--- config.mk ---
export PLATFORM = sky130hd
export DESIGN_NAME = peer_liveness_monitor_core
export DESIGN_NICKNAME = d
export VERILOG_FILES = /design/src/rtl/plm_pkg.sv /design/src/rtl/plm_front.sv /design/src/rtl/plm_queue.sv /design/src/rtl/plm_back.sv /design/src/rtl/peer_liveness_monitor_core.sv
export SDC_FILE = /design/constraint.sdc
export NUM_CORES = 1
export LEC_CHECK = 0
export BUFFER_PORTS_ARGS = -buffer_cell sky130_fd_sc_hd__buf_2
export CAP_MARGIN = 5
export CORE_MARGIN = 2
export CORE_UTILIZATION = 60
export CTS_BUF_LIST = sky130_fd_sc_hd__clkbuf_4 sky130_fd_sc_hd__clkbuf_8
export DETAILED_ROUTE_END_ITERATION = 7
export GPL_TIMING_DRIVEN = 0
export PLACE_DENSITY = 0.79
export REMOVE_ABC_BUFFERS = 1
export SLEW_MARGIN = 25
export SYNTH_ARGS = -nofsm -noshare
export SYNTH_HDL_FRONTEND = slang
export SYNTH_SLANG_ARGS = --single-unit
--- constraint.sdc ---
create_clock -name i_clk -period 6.6 [get_ports i_clk]
set_input_delay 0.33 -clock i_clk [delete_from_list [all_inputs] [get_ports i_clk]]
set_output_delay 0.33 -clock i_clk [all_outputs]
set_load 0.05 [all_outputs]
--- src/rtl/plm_pkg.sv ---
// ----------------------------------------------------------------------------
// plm_pkg
// Shared types, widths, register codes and reset values of the peer
// liveness monitor.
// ----------------------------------------------------------------------------
package plm_pkg;

    localparam int PEER_COUNT_DEF             = 4;
    localparam int LIVENESS_PAYLOAD_BYTES_DEF = 4;
    localparam int QUEUE_DEPTH                = 2;

    localparam int ADDR_W     = 48;
    localparam int TIMER_W    = 16;
    localparam int TYPE_W     = 8;
    localparam int LEN_W      = 8;
    localparam int SELF_W     = 2;
    localparam int HB_W       = 17;
    localparam int IDX_W      = 3;
    localparam int MASK_W     = 4;
    localparam int CFG_IDX_W  = 3;
    localparam int CFG_DATA_W = 48;
    localparam int IN_DATA_W  = 80;
    localparam int OUT_DATA_W = 16;

    localparam logic [IDX_W-1:0] UNKNOWN_INDEX = 3'd4;

    localparam logic CMD_TICK  = 1'b0;
    localparam logic CMD_FRAME = 1'b1;

    localparam logic [CFG_IDX_W-1:0] CFG_PEER_ADDR_0      = 3'd0;
    localparam logic [CFG_IDX_W-1:0] CFG_TIMEOUT_RELOAD   = 3'd4;
    localparam logic [CFG_IDX_W-1:0] CFG_HEARTBEAT_PERIOD = 3'd5;
    localparam logic [CFG_IDX_W-1:0] CFG_SELF_INDEX       = 3'd6;
    localparam logic [CFG_IDX_W-1:0] CFG_LIVENESS_TYPE    = 3'd7;

    localparam logic [TIMER_W-1:0] TIMEOUT_RELOAD_RST   = 16'd1000;
    localparam logic [TIMER_W-1:0] HEARTBEAT_PERIOD_RST = 16'd500;
    localparam logic [SELF_W-1:0]  SELF_INDEX_RST       = 2'd0;
    localparam logic [TYPE_W-1:0]  LIVENESS_TYPE_RST    = 8'd6;

    typedef struct packed {
        logic                is_tick;
        logic [TIMER_W-1:0]  elapsed;
        logic [IDX_W-1:0]    sender_index;
        logic                frame_ok;
    } t_op;

    typedef struct packed {
        logic                frame_accepted;
        logic [IDX_W-1:0]    sender_index;
        logic                send_heartbeat;
        logic [MASK_W-1:0]   alive_mask;
    } t_res;

endpackage

--- src/rtl/plm_front.sv ---
// ----------------------------------------------------------------------------
// plm_front
// Accepts input transfers, matches the sender address against the peer
// table and classifies each item into an operation for the queue.
// ----------------------------------------------------------------------------
module plm_front
    import plm_pkg::*;
#(
    parameter int PEER_COUNT             = PEER_COUNT_DEF,
    parameter int LIVENESS_PAYLOAD_BYTES = LIVENESS_PAYLOAD_BYTES_DEF
) (
    input  logic                 i_valid,
    output logic                 o_ready,
    input  logic [IN_DATA_W-1:0] i_data,
    input  logic                 i_user,
    input  logic [ADDR_W-1:0]    i_peer_addr [PEER_COUNT],
    input  logic [TYPE_W-1:0]    i_liveness_type,
    input  logic                 i_queue_full,
    output logic                 o_push,
    output t_op                  o_op
);

    localparam logic [LEN_W:0] MIN_LEN = (LEN_W+1)'(LIVENESS_PAYLOAD_BYTES + 1);

    logic [TIMER_W-1:0] elapsed;
    logic [ADDR_W-1:0]  sender_addr;
    logic [TYPE_W-1:0]  msg_type;
    logic [LEN_W-1:0]   frame_len;
    logic [IDX_W-1:0]   match_idx;
    logic               is_tick;

    assign elapsed     = i_data[15:0];
    assign sender_addr = i_data[63:16];
    assign msg_type    = i_data[71:64];
    assign frame_len   = i_data[79:72];
    assign is_tick     = (i_user == CMD_TICK);

    // lowest matching index wins
    always_comb begin
        match_idx = UNKNOWN_INDEX;
        for (int i = PEER_COUNT - 1; i >= 0; i--) begin
            if (sender_addr == i_peer_addr[i]) begin
                match_idx = IDX_W'(i);
            end
        end
    end

    assign o_ready = !i_queue_full;
    assign o_push  = i_valid && !i_queue_full;

    always_comb begin
        o_op.is_tick      = is_tick;
        o_op.elapsed      = elapsed;
        o_op.sender_index = is_tick ? UNKNOWN_INDEX : match_idx;
        o_op.frame_ok     = !is_tick && (match_idx != UNKNOWN_INDEX)
                            && (msg_type == i_liveness_type)
                            && ({1'b0, frame_len} >= MIN_LEN);
    end

endmodule

--- src/rtl/plm_queue.sv ---
// ----------------------------------------------------------------------------
// plm_queue
// Short register queue of classified operations between front and back.
// ----------------------------------------------------------------------------
module plm_queue
    import plm_pkg::*;
#(
    parameter int DEPTH = QUEUE_DEPTH
) (
    input  logic i_clk,
    input  logic i_rst_n,
    input  logic i_push,
    input  t_op  i_op,
    output logic o_full,
    output logic o_valid,
    input  logic i_pop,
    output t_op  o_op
);

    localparam int PTR_W = $clog2(DEPTH);
    localparam int CNT_W = $clog2(DEPTH + 1);

    t_op              r_mem [DEPTH];
    logic [PTR_W-1:0] r_wr_ptr, n_wr_ptr;
    logic [PTR_W-1:0] r_rd_ptr, n_rd_ptr;
    logic [CNT_W-1:0] r_count,  n_count;
    logic             do_push, do_pop;

    assign o_full  = (r_count == CNT_W'(DEPTH));
    assign o_valid = (r_count != '0);
    assign o_op    = r_mem[r_rd_ptr];
    assign do_push = i_push && !o_full;
    assign do_pop  = i_pop && o_valid;

    always_comb begin
        n_wr_ptr = r_wr_ptr;
        n_rd_ptr = r_rd_ptr;
        n_count  = r_count;
        if (do_push) begin
            n_wr_ptr = (r_wr_ptr == PTR_W'(DEPTH - 1)) ? '0 : r_wr_ptr + 1'b1;
        end
        if (do_pop) begin
            n_rd_ptr = (r_rd_ptr == PTR_W'(DEPTH - 1)) ? '0 : r_rd_ptr + 1'b1;
        end
        if (do_push && !do_pop) begin
            n_count = r_count + 1'b1;
        end else if (do_pop && !do_push) begin
            n_count = r_count - 1'b1;
        end
    end

    always_ff @(posedge i_clk) begin
        if (!i_rst_n) begin
            r_wr_ptr <= '0;
            r_rd_ptr <= '0;
            r_count  <= '0;
        end else begin
            r_wr_ptr <= n_wr_ptr;
            r_rd_ptr <= n_rd_ptr;
            r_count  <= n_count;
        end
    end

    always_ff @(posedge i_clk) begin
        if (do_push) begin
            r_mem[r_wr_ptr] <= i_op;
        end
    end

endmodule

--- src/rtl/plm_back.sv ---
// ----------------------------------------------------------------------------
// plm_back
// Applies queued operations to peer timers, pending bits and the heartbeat
// counter, and holds one result in the output register.
// ----------------------------------------------------------------------------
module plm_back
    import plm_pkg::*;
#(
    parameter int PEER_COUNT = PEER_COUNT_DEF
) (
    input  logic                  i_clk,
    input  logic                  i_rst_n,
    input  logic                  i_op_valid,
    input  t_op                   i_op,
    output logic                  o_op_ready,
    input  logic [TIMER_W-1:0]    i_timeout_reload,
    input  logic [TIMER_W-1:0]    i_heartbeat_period,
    input  logic [SELF_W-1:0]     i_self_index,
    output logic                  o_valid,
    input  logic                  i_ready,
    output logic [OUT_DATA_W-1:0] o_data
);

    logic [TIMER_W-1:0]    r_timer [PEER_COUNT];
    logic [TIMER_W-1:0]    n_timer [PEER_COUNT];
    logic [PEER_COUNT-1:0] r_pending, n_pending;
    logic [HB_W-1:0]       r_hb, n_hb;
    logic [HB_W-1:0]       hb_sum;
    logic                  r_out_valid;
    t_res                  r_res, n_res;
    logic                  do_pop;

    assign o_op_ready = !r_out_valid || i_ready;
    assign do_pop     = i_op_valid && o_op_ready;
    assign hb_sum     = r_hb + HB_W'(i_op.elapsed);

    always_comb begin
        n_timer   = r_timer;
        n_pending = r_pending;
        n_hb      = r_hb;
        n_res     = '0;
        if (i_op.is_tick) begin
            for (int i = 0; i < PEER_COUNT; i++) begin
                if (r_pending[i] || (i_self_index == SELF_W'(i))) begin
                    n_timer[i] = i_timeout_reload;
                end else if (r_timer[i] > i_op.elapsed) begin
                    n_timer[i] = r_timer[i] - i_op.elapsed;
                end else begin
                    n_timer[i] = '0;
                end
            end
            n_pending = '0;
            if (hb_sum > HB_W'(i_heartbeat_period)) begin
                n_hb                 = '0;
                n_res.send_heartbeat = 1'b1;
            end else begin
                n_hb = hb_sum;
            end
        end else begin
            for (int i = 0; i < PEER_COUNT; i++) begin
                if (i_op.frame_ok && (i_op.sender_index == IDX_W'(i))) begin
                    n_pending[i] = 1'b1;
                end
            end
        end
        for (int i = 0; i < PEER_COUNT; i++) begin
            n_res.alive_mask[i] = (n_timer[i] != '0) && (i_self_index != SELF_W'(i));
        end
        n_res.sender_index   = i_op.sender_index;
        n_res.frame_accepted = i_op.frame_ok;
    end

    always_ff @(posedge i_clk) begin
        if (!i_rst_n) begin
            for (int i = 0; i < PEER_COUNT; i++) begin
                r_timer[i] <= '0;
            end
            r_pending   <= '0;
            r_hb        <= '0;
            r_out_valid <= 1'b0;
        end else begin
            if (do_pop) begin
                r_timer     <= n_timer;
                r_pending   <= n_pending;
                r_hb        <= n_hb;
                r_out_valid <= 1'b1;
            end else if (i_ready) begin
                r_out_valid <= 1'b0;
            end
        end
    end

    always_ff @(posedge i_clk) begin
        if (do_pop) begin
            r_res <= n_res;
        end
    end

    assign o_valid = r_out_valid;
    assign o_data  = OUT_DATA_W'(r_res);

endmodule

--- src/rtl/peer_liveness_monitor_core.sv ---
// ----------------------------------------------------------------------------
// peer_liveness_monitor_core
// Heartbeat timeout monitor for a fixed set of peers.
//
// Input stream: tuser selects a time tick (0) or a frame header (1); tdata
// carries elapsed time, sender address, message type and frame length.
// Output stream: one result transfer per input transfer, in order, with the
// alive mask, heartbeat request, matched sender index and frame verdict.
// Configuration: write enable, register index and data; takes effect on
// the clock edge of the write.
// Path: each input passes through the two-entry queue into the back, whose
// result is registered in the output register. One item per cycle is
// sustained while the output accepts results; the front matches addresses
// combinationally and the back updates all timers together from the queue.
// Reset: timers, pending bits and the heartbeat counter clear, the queue
// empties and registers return to their defaults.
// Stall: the output register holds a result and the queue absorbs operations;
// input tready drops once the queue is full.
// ----------------------------------------------------------------------------
module peer_liveness_monitor_core
    import plm_pkg::*;
#(
    parameter int PEER_COUNT             = PEER_COUNT_DEF,
    parameter int LIVENESS_PAYLOAD_BYTES = LIVENESS_PAYLOAD_BYTES_DEF
) (
    input  logic                  i_clk,
    input  logic                  i_rst_n,
    input  logic                  i_cfg_we,
    input  logic [CFG_IDX_W-1:0]  i_cfg_idx,
    input  logic [CFG_DATA_W-1:0] i_cfg_data,
    input  logic                  s_axis_tvalid,
    output logic                  s_axis_tready,
    // elapsed[15:0], sender_addr[63:16], msg_type[71:64], frame_len[79:72]
    input  logic [IN_DATA_W-1:0]  s_axis_tdata,
    // command[0]
    input  logic                  s_axis_tuser,
    output logic                  m_axis_tvalid,
    input  logic                  m_axis_tready,
    // alive_mask[3:0], send_heartbeat[4], sender_index[7:5],
    // frame_accepted[8], zero[15:9]
    output logic [OUT_DATA_W-1:0] m_axis_tdata
);

    logic [ADDR_W-1:0]  r_peer_addr [PEER_COUNT];
    logic [TIMER_W-1:0] r_timeout_reload;
    logic [TIMER_W-1:0] r_heartbeat_period;
    logic [SELF_W-1:0]  r_self_index;
    logic [TYPE_W-1:0]  r_liveness_type;

    logic push, queue_full, queue_valid, queue_pop;
    t_op  push_op, queue_op;

    always_ff @(posedge i_clk) begin
        if (!i_rst_n) begin
            for (int i = 0; i < PEER_COUNT; i++) begin
                r_peer_addr[i] <= '0;
            end
            r_timeout_reload   <= TIMEOUT_RELOAD_RST;
            r_heartbeat_period <= HEARTBEAT_PERIOD_RST;
            r_self_index       <= SELF_INDEX_RST;
            r_liveness_type    <= LIVENESS_TYPE_RST;
        end else if (i_cfg_we) begin
            for (int i = 0; i < PEER_COUNT; i++) begin
                if (i_cfg_idx == CFG_PEER_ADDR_0 + CFG_IDX_W'(i)) begin
                    r_peer_addr[i] <= i_cfg_data[ADDR_W-1:0];
                end
            end
            unique case (i_cfg_idx)
                CFG_TIMEOUT_RELOAD:   r_timeout_reload   <= i_cfg_data[TIMER_W-1:0];
                CFG_HEARTBEAT_PERIOD: r_heartbeat_period <= i_cfg_data[TIMER_W-1:0];
                CFG_SELF_INDEX:       r_self_index       <= i_cfg_data[SELF_W-1:0];
                CFG_LIVENESS_TYPE:    r_liveness_type    <= i_cfg_data[TYPE_W-1:0];
                default: ;
            endcase
        end
    end

    plm_front #(
        .PEER_COUNT             (PEER_COUNT),
        .LIVENESS_PAYLOAD_BYTES (LIVENESS_PAYLOAD_BYTES)
    ) u_front (
        .i_valid         (s_axis_tvalid),
        .o_ready         (s_axis_tready),
        .i_data          (s_axis_tdata),
        .i_user          (s_axis_tuser),
        .i_peer_addr     (r_peer_addr),
        .i_liveness_type (r_liveness_type),
        .i_queue_full    (queue_full),
        .o_push          (push),
        .o_op            (push_op)
    );

    plm_queue #(
        .DEPTH (QUEUE_DEPTH)
    ) u_queue (
        .i_clk   (i_clk),
        .i_rst_n (i_rst_n),
        .i_push  (push),
        .i_op    (push_op),
        .o_full  (queue_full),
        .o_valid (queue_valid),
        .i_pop   (queue_pop),
        .o_op    (queue_op)
    );

    plm_back #(
        .PEER_COUNT (PEER_COUNT)
    ) u_back (
        .i_clk              (i_clk),
        .i_rst_n            (i_rst_n),
        .i_op_valid         (queue_valid),
        .i_op               (queue_op),
        .o_op_ready         (queue_pop),
        .i_timeout_reload   (r_timeout_reload),
        .i_heartbeat_period (r_heartbeat_period),
        .i_self_index       (r_self_index),
        .o_valid            (m_axis_tvalid),
        .i_ready            (m_axis_tready),
        .o_data             (m_axis_tdata)
    );

endmodule

* Yosys cells after proc, flatten, opt, wreduce, memory -nomap -nowiden
Memories as Yosys holds them, arrays and structs flattened. A register that Yosys moved wholly into a read port is not among the register bits.
Cells that the tools add are included.
** Word-level totals
- Register bits :: 333
- Bits in writable memories :: 42
- Memories kept :: 1
** Operators by class
- Magnitude comparators :: 6
- Add/sub/neg operators :: 9
- Mux-type cells :: 31
- Bitwise gates (word level) :: 1
- Reduce and logical (&&, ||, !) cells :: 53
- Eq/ne operators :: 23
** Memory list
- u_queue.r_mem :: words 2, width 21, rd ports 1, clocked after Yosys merged registers in 1, wr ports 1, RTL line plm_queue.sv:23 : t_op r_mem [DEPTH];
** Operator list (number)
- $eq A48 B48 Y1 :: 4
- $mux W16 :: 8
- $gt A16 B16 Y1 :: 4
- $mux W64 :: 1
- $reduce_bool A16 Y1 :: 4
- $sub A16 B16 Y16 :: 4
- $reduce_and A2 Y1 :: 13
- $add A17 B16 Y17 :: 1
- $gt A17 B16 Y1 :: 1
- $mux W17 :: 1
- $logic_and A1 B1 Y1 :: 16
- $reduce_bool A2 Y1 :: 8
- $mux W3 :: 5
- $mux W1 :: 13
- $eq A3 B2 Y1 const B :: 4
- $eq A3 B3 Y1 const B :: 4
- $eq A8 B8 Y1 :: 1
- $ge A8 B3 Y1 const B :: 1
- $eq A2 B2 Y1 const B :: 3
- $eq A3 B1 Y1 const B :: 2
- $logic_not A3 Y1 :: 2
- $logic_or A1 B1 Y1 :: 5
- $logic_not A1 Y1 :: 4
- $mux W2 :: 2
- 10 further kinds :: 12

* Longest topological paths before layout
- Depth in word-level cells :: 9
- Gate-level depth with buffers :: 24
- Gate-level depth less buffers :: 20

* Modules after synthesis
A second synthesis with hierarchy kept.
** Unflattened totals
- Cell total of the unflattened synthesis :: 2427
- Area total of the unflattened synthesis :: 21997.3 um^2
** By module, submodules not included
- plm_back :: cells each 1210, instances 1, seq. area each 1991.9 um^2, area each 9223.8 um^2
- peer_liveness_monitor_core :: cells each 829, instances 1, seq. area each 4684.5 um^2, area each 8637.0 um^2
- plm_front :: cells each 298, instances 1, seq. area each 0.0 um^2, area each 2392.3 um^2
- plm_queue :: cells each 90, instances 1, seq. area each 1361.3 um^2, area each 1744.2 um^2

* Least setup slack after synthesis
OpenSTA, ideal clock, no wires.
- Kind :: reg2reg
- From :: register with a tool-made name
- To :: register u_back.r_hb[7]
- Path slack :: 1509 ps
- Stages on the path, launching flop included :: 23
- Arrival :: 5032 ps
- Cell sequence :: dfxtp_1 clkbuf_1 clkbuf_1 clkbuf_1 mux2i_1 inv_1 ha_1 a2111oi_0 o21ai_0 a21oi_1 o21ai_0 a41o_1 o21ai_0 a21oi_1 xor2_1 ha_1 and3_1 a221oi_1 a31o_2 and4_1 buf_2 buf_2 a22o_1
** RTL lines
- to (signal assigned) :: RTL line plm_back.sv:85 : r_hb <= n_hb;
- to (decl) :: RTL line plm_back.sv:27 : logic [HB_W-1:0] r_hb, n_hb;

==> results.toml <==
[outcome]
outcome = "finished, final reports clean"

[setup_path]
worstRegToRegCells = 17
reg2reg_slack_ps = 530
worst-setup-path-type = "reg2reg"
startpoint_type = "flip-flop"
r2r_end = "u_back.r_hb[2]$_SDFFE_PN0P_"
critical_path_peak_fanout = 22
cp-end-kind = "flip-flop"
cp.required_ps = 7160
cp_data_arrival_time_ps = 6630

[min_path]
hold_path.startpoint = "i_cfg_data[46]"
hp-class = "in2reg"
holdPathEnd = "r_peer_addr[190]$_SDFFE_PN0P_"
hold_depth = 3

[cts]
path_clk_slew_ps = 60
clock_latency_ps = 620
cts_root_buffer = "clkbuf_8"
cts_setup_buffers = 0
clockBufferDepth = 3
cts_tree = "done"
clock_sinks = 376
cts_made_buffers = 67
htree_levels = 3

[detailed_routing]
drt_iter0_markers = 2060
ant_nets = 0
wl_per_cell_um = 21.2
drc_errors = 0
drtPass1Iterations = 6
vias = 19852
vias_per_cell = 6.20
wl_um = 67800

[placement]
placed_area_um2 = 22600
portBuffers = 147
post-place-cells = 3033
dp_hpwl_um = 46400
gp_congestion = 0.942

[yosys]
synth-edff-count = 51
yosysTopAreaCell = "dfxtp_1"
synthTopCellsByArea = "dfxtp_1 31%, nand2_1 9.7%, a21boi_0 7.8%"
yosysWarnings = 0
postSynthCellCount = 2532
avgSynthCellArea_um2 = 8.41
yosysTopAreaCellShare = 0.306
ys_top_cells_by_count = "553 x nand2_1, 325 x dfxtp_1, 221 x a21boi_0"
async_flop_share = 0
synth_ff_type = "dfxtp_1"
seq_area_frac_synth = 0.377
synth-seq-cells = 376
synth_area_um2 = 21300
yosysUniqueCellTypes = 79
synth.most_common_cell = "nand2_1"

[floorplanning]
ios = 155
fp-row-count = 69
initial_core_util = 0.605
die_h_um = 192
die-width_um = 192
coreArea_um2 = 35200
die_area_um2 = 37000

[global_routing]
antenna_found_initial = 7
grt_pass1_vias = 19221
grt_max_degree = 150
gr-total-overflow = 0
grt_util_all_layers = 0.362
grt_pass1_wl_um = 104000

[sta]
fin_worst_skew_ps = 37.3
rsz0062_at_grt = "no"
setup_viol = 0
tightest_slew_ps = 1240
hold_violations = 0
slew_headroom = 0.152
max_freq_mhz = 165
period_needed_ps = 6070
setup_tns_ps = 0
maxSlewViolCount = 0
period_share = 0.920

[flow_run]
drv_cap = 0

[power_and_ir_drop]
ir_drop_v = 0.000263
finalPower_w = 0.00901
p_leak_nw = 9.50
power_density_nw_per_um2 = 370

[cells_and_area]
areaGrowthSynthToFinish_pct = 14.5
utilization = 0.692
stdcell_count = 3200
num-nets-final = 2923
drive_above_1_share = 0.125
fin_area_um2 = 24400
[cell usage in the layout (no fill, tap or decap), types with 16 or more instances in the layout]
master / netlist / layout
inv_1: 65 / 65
a21boi_0: 221 / 221
nand3_1: 31 / 30
o211ai_1: 19 / 19
ha_1: 97 / 97
o21ai_0: 74 / 74
nor3_1: 23 / 21
dfxtp_1: 325 / 324
a31oi_1: 17 / 17
buf_2: 4 / 146
edfxtp_1: 51 / 51
a21o_1: 19 / 19
a21oi_1: 100 / 99
o21ai_1: 16 / 16
a22o_1: 17 / 17
nor4_1: 43 / 43
clkbuf_4: 0 / 25
nor3b_1: 27 / 27
a221oi_1: 35 / 35
nand2_1: 553 / 549
nor2b_1: 21 / 21
nand4_1: 49 / 49
xnor2_1: 143 / 143
nor2_1: 125 / 120
xor2_1: 121 / 121
clkbuf_8: 0 / 78
dlygate4sd3_1: 0 / 43
[power by group]
group | total (W) | internal [W] | switching (W)
registers | 0.00287 | 0.00261 | 0.000259
clock network | 0.00222 | 0.00122 | 0.000993
logic | 0.00393 | 0.00151 | 0.00243
[kinds of logic after synthesis]
logic type,after synthesis,share of synthesized area
simple gates,937,0.196
compound gates,629,0.208
flops,376,0.377
xor+xnor,264,0.109
buf+inv,197,0.0362
fa+ha+maj,102,0.0617
mux,26,0.0125
other cells,1,0.000176
[worst max path at each step]
stage	to	start	slack [ps]
after floorplan	u_back.r_hb[0]$_SDFFE_PN0P_	flip-flop	1640
after global placement	u_back.r_hb[0]$_SDFFE_PN0P_	flip-flop	-1130
after detailed placement	u_back.r_hb[15]$_SDFFE_PN0P_	flip-flop	750
after CTS	u_back.r_hb[2]$_SDFFE_PN0P_	flip-flop	660
after global routing	u_back.r_hb[2]$_SDFFE_PN0P_	flip-flop	370
final	u_back.r_hb[2]$_SDFFE_PN0P_	flip-flop	530
[metal layers]
layer  part of all wire  global-route usage
met5            0.00035                   0
met4              0.065               0.246
met3              0.089              0.0757
met2               0.46               0.585
met1               0.38               0.434
[per-stage QoR]
step	setup slack [ps]	hold slack, ps
after CTS	660	3.57
after global routing	372	29.8
after detailed placement	752	460
after global placement	-1130	457
final	529	33.7
after floorplan	1640	402
[flip-flops by register name (all words and copies together), names as in the netlist, 2 cells and up, named ones only]
signal,count
r_heartbeat_period,16
u_back.r_pending,4
r_peer_addr,192
r_timeout_reload,16
u_back.r_hb,17
r_liveness_type,8
r_self_index,2
u_back.r_timer,64
u_queue.r_mem,42
u_back.o_data,9
u_queue.r_count,2
[repair_timing]
item,in CTS,in global routing
hold endpoints to repair,107,0
hold buffers,43,0
resized for setup,0,0
[area by class of cell]
| cell class | count | area, um2 |
|---|---|---|
| Multi-Input combinational cell | 1965 | 12700 |
| Fill cell | 2728 | 10800 |
| Sequential cell | 376 | 8040 |
| Timing Repair Buffer | 208 | 1500 |
| Clock buffer | 103 | 1260 |
| Tap cell | 461 | 577 |
| Inverter | 66 | 248 |
| Clock inverter | 16 | 91.3 |
| Antenna cell | 5 | 12.5 |
[critical path, stage by stage, from the launching register on]
cell and delay (ps):
dfxtp_2 860, mux2i_1 1080, inv_1 110, ha_1 240, a2111oi_0 320, o21ai_0 210, a21oi_1 210, o21ai_0 160
a41o_1 280, o21ai_0 160, a21oi_1 110, xor2_1 320, ha_1 330, and3_1 180, a221oi_1 320, a31o_2 210
and4_1 650, a22o_1 230
Power figures use the tool's default switching activity.
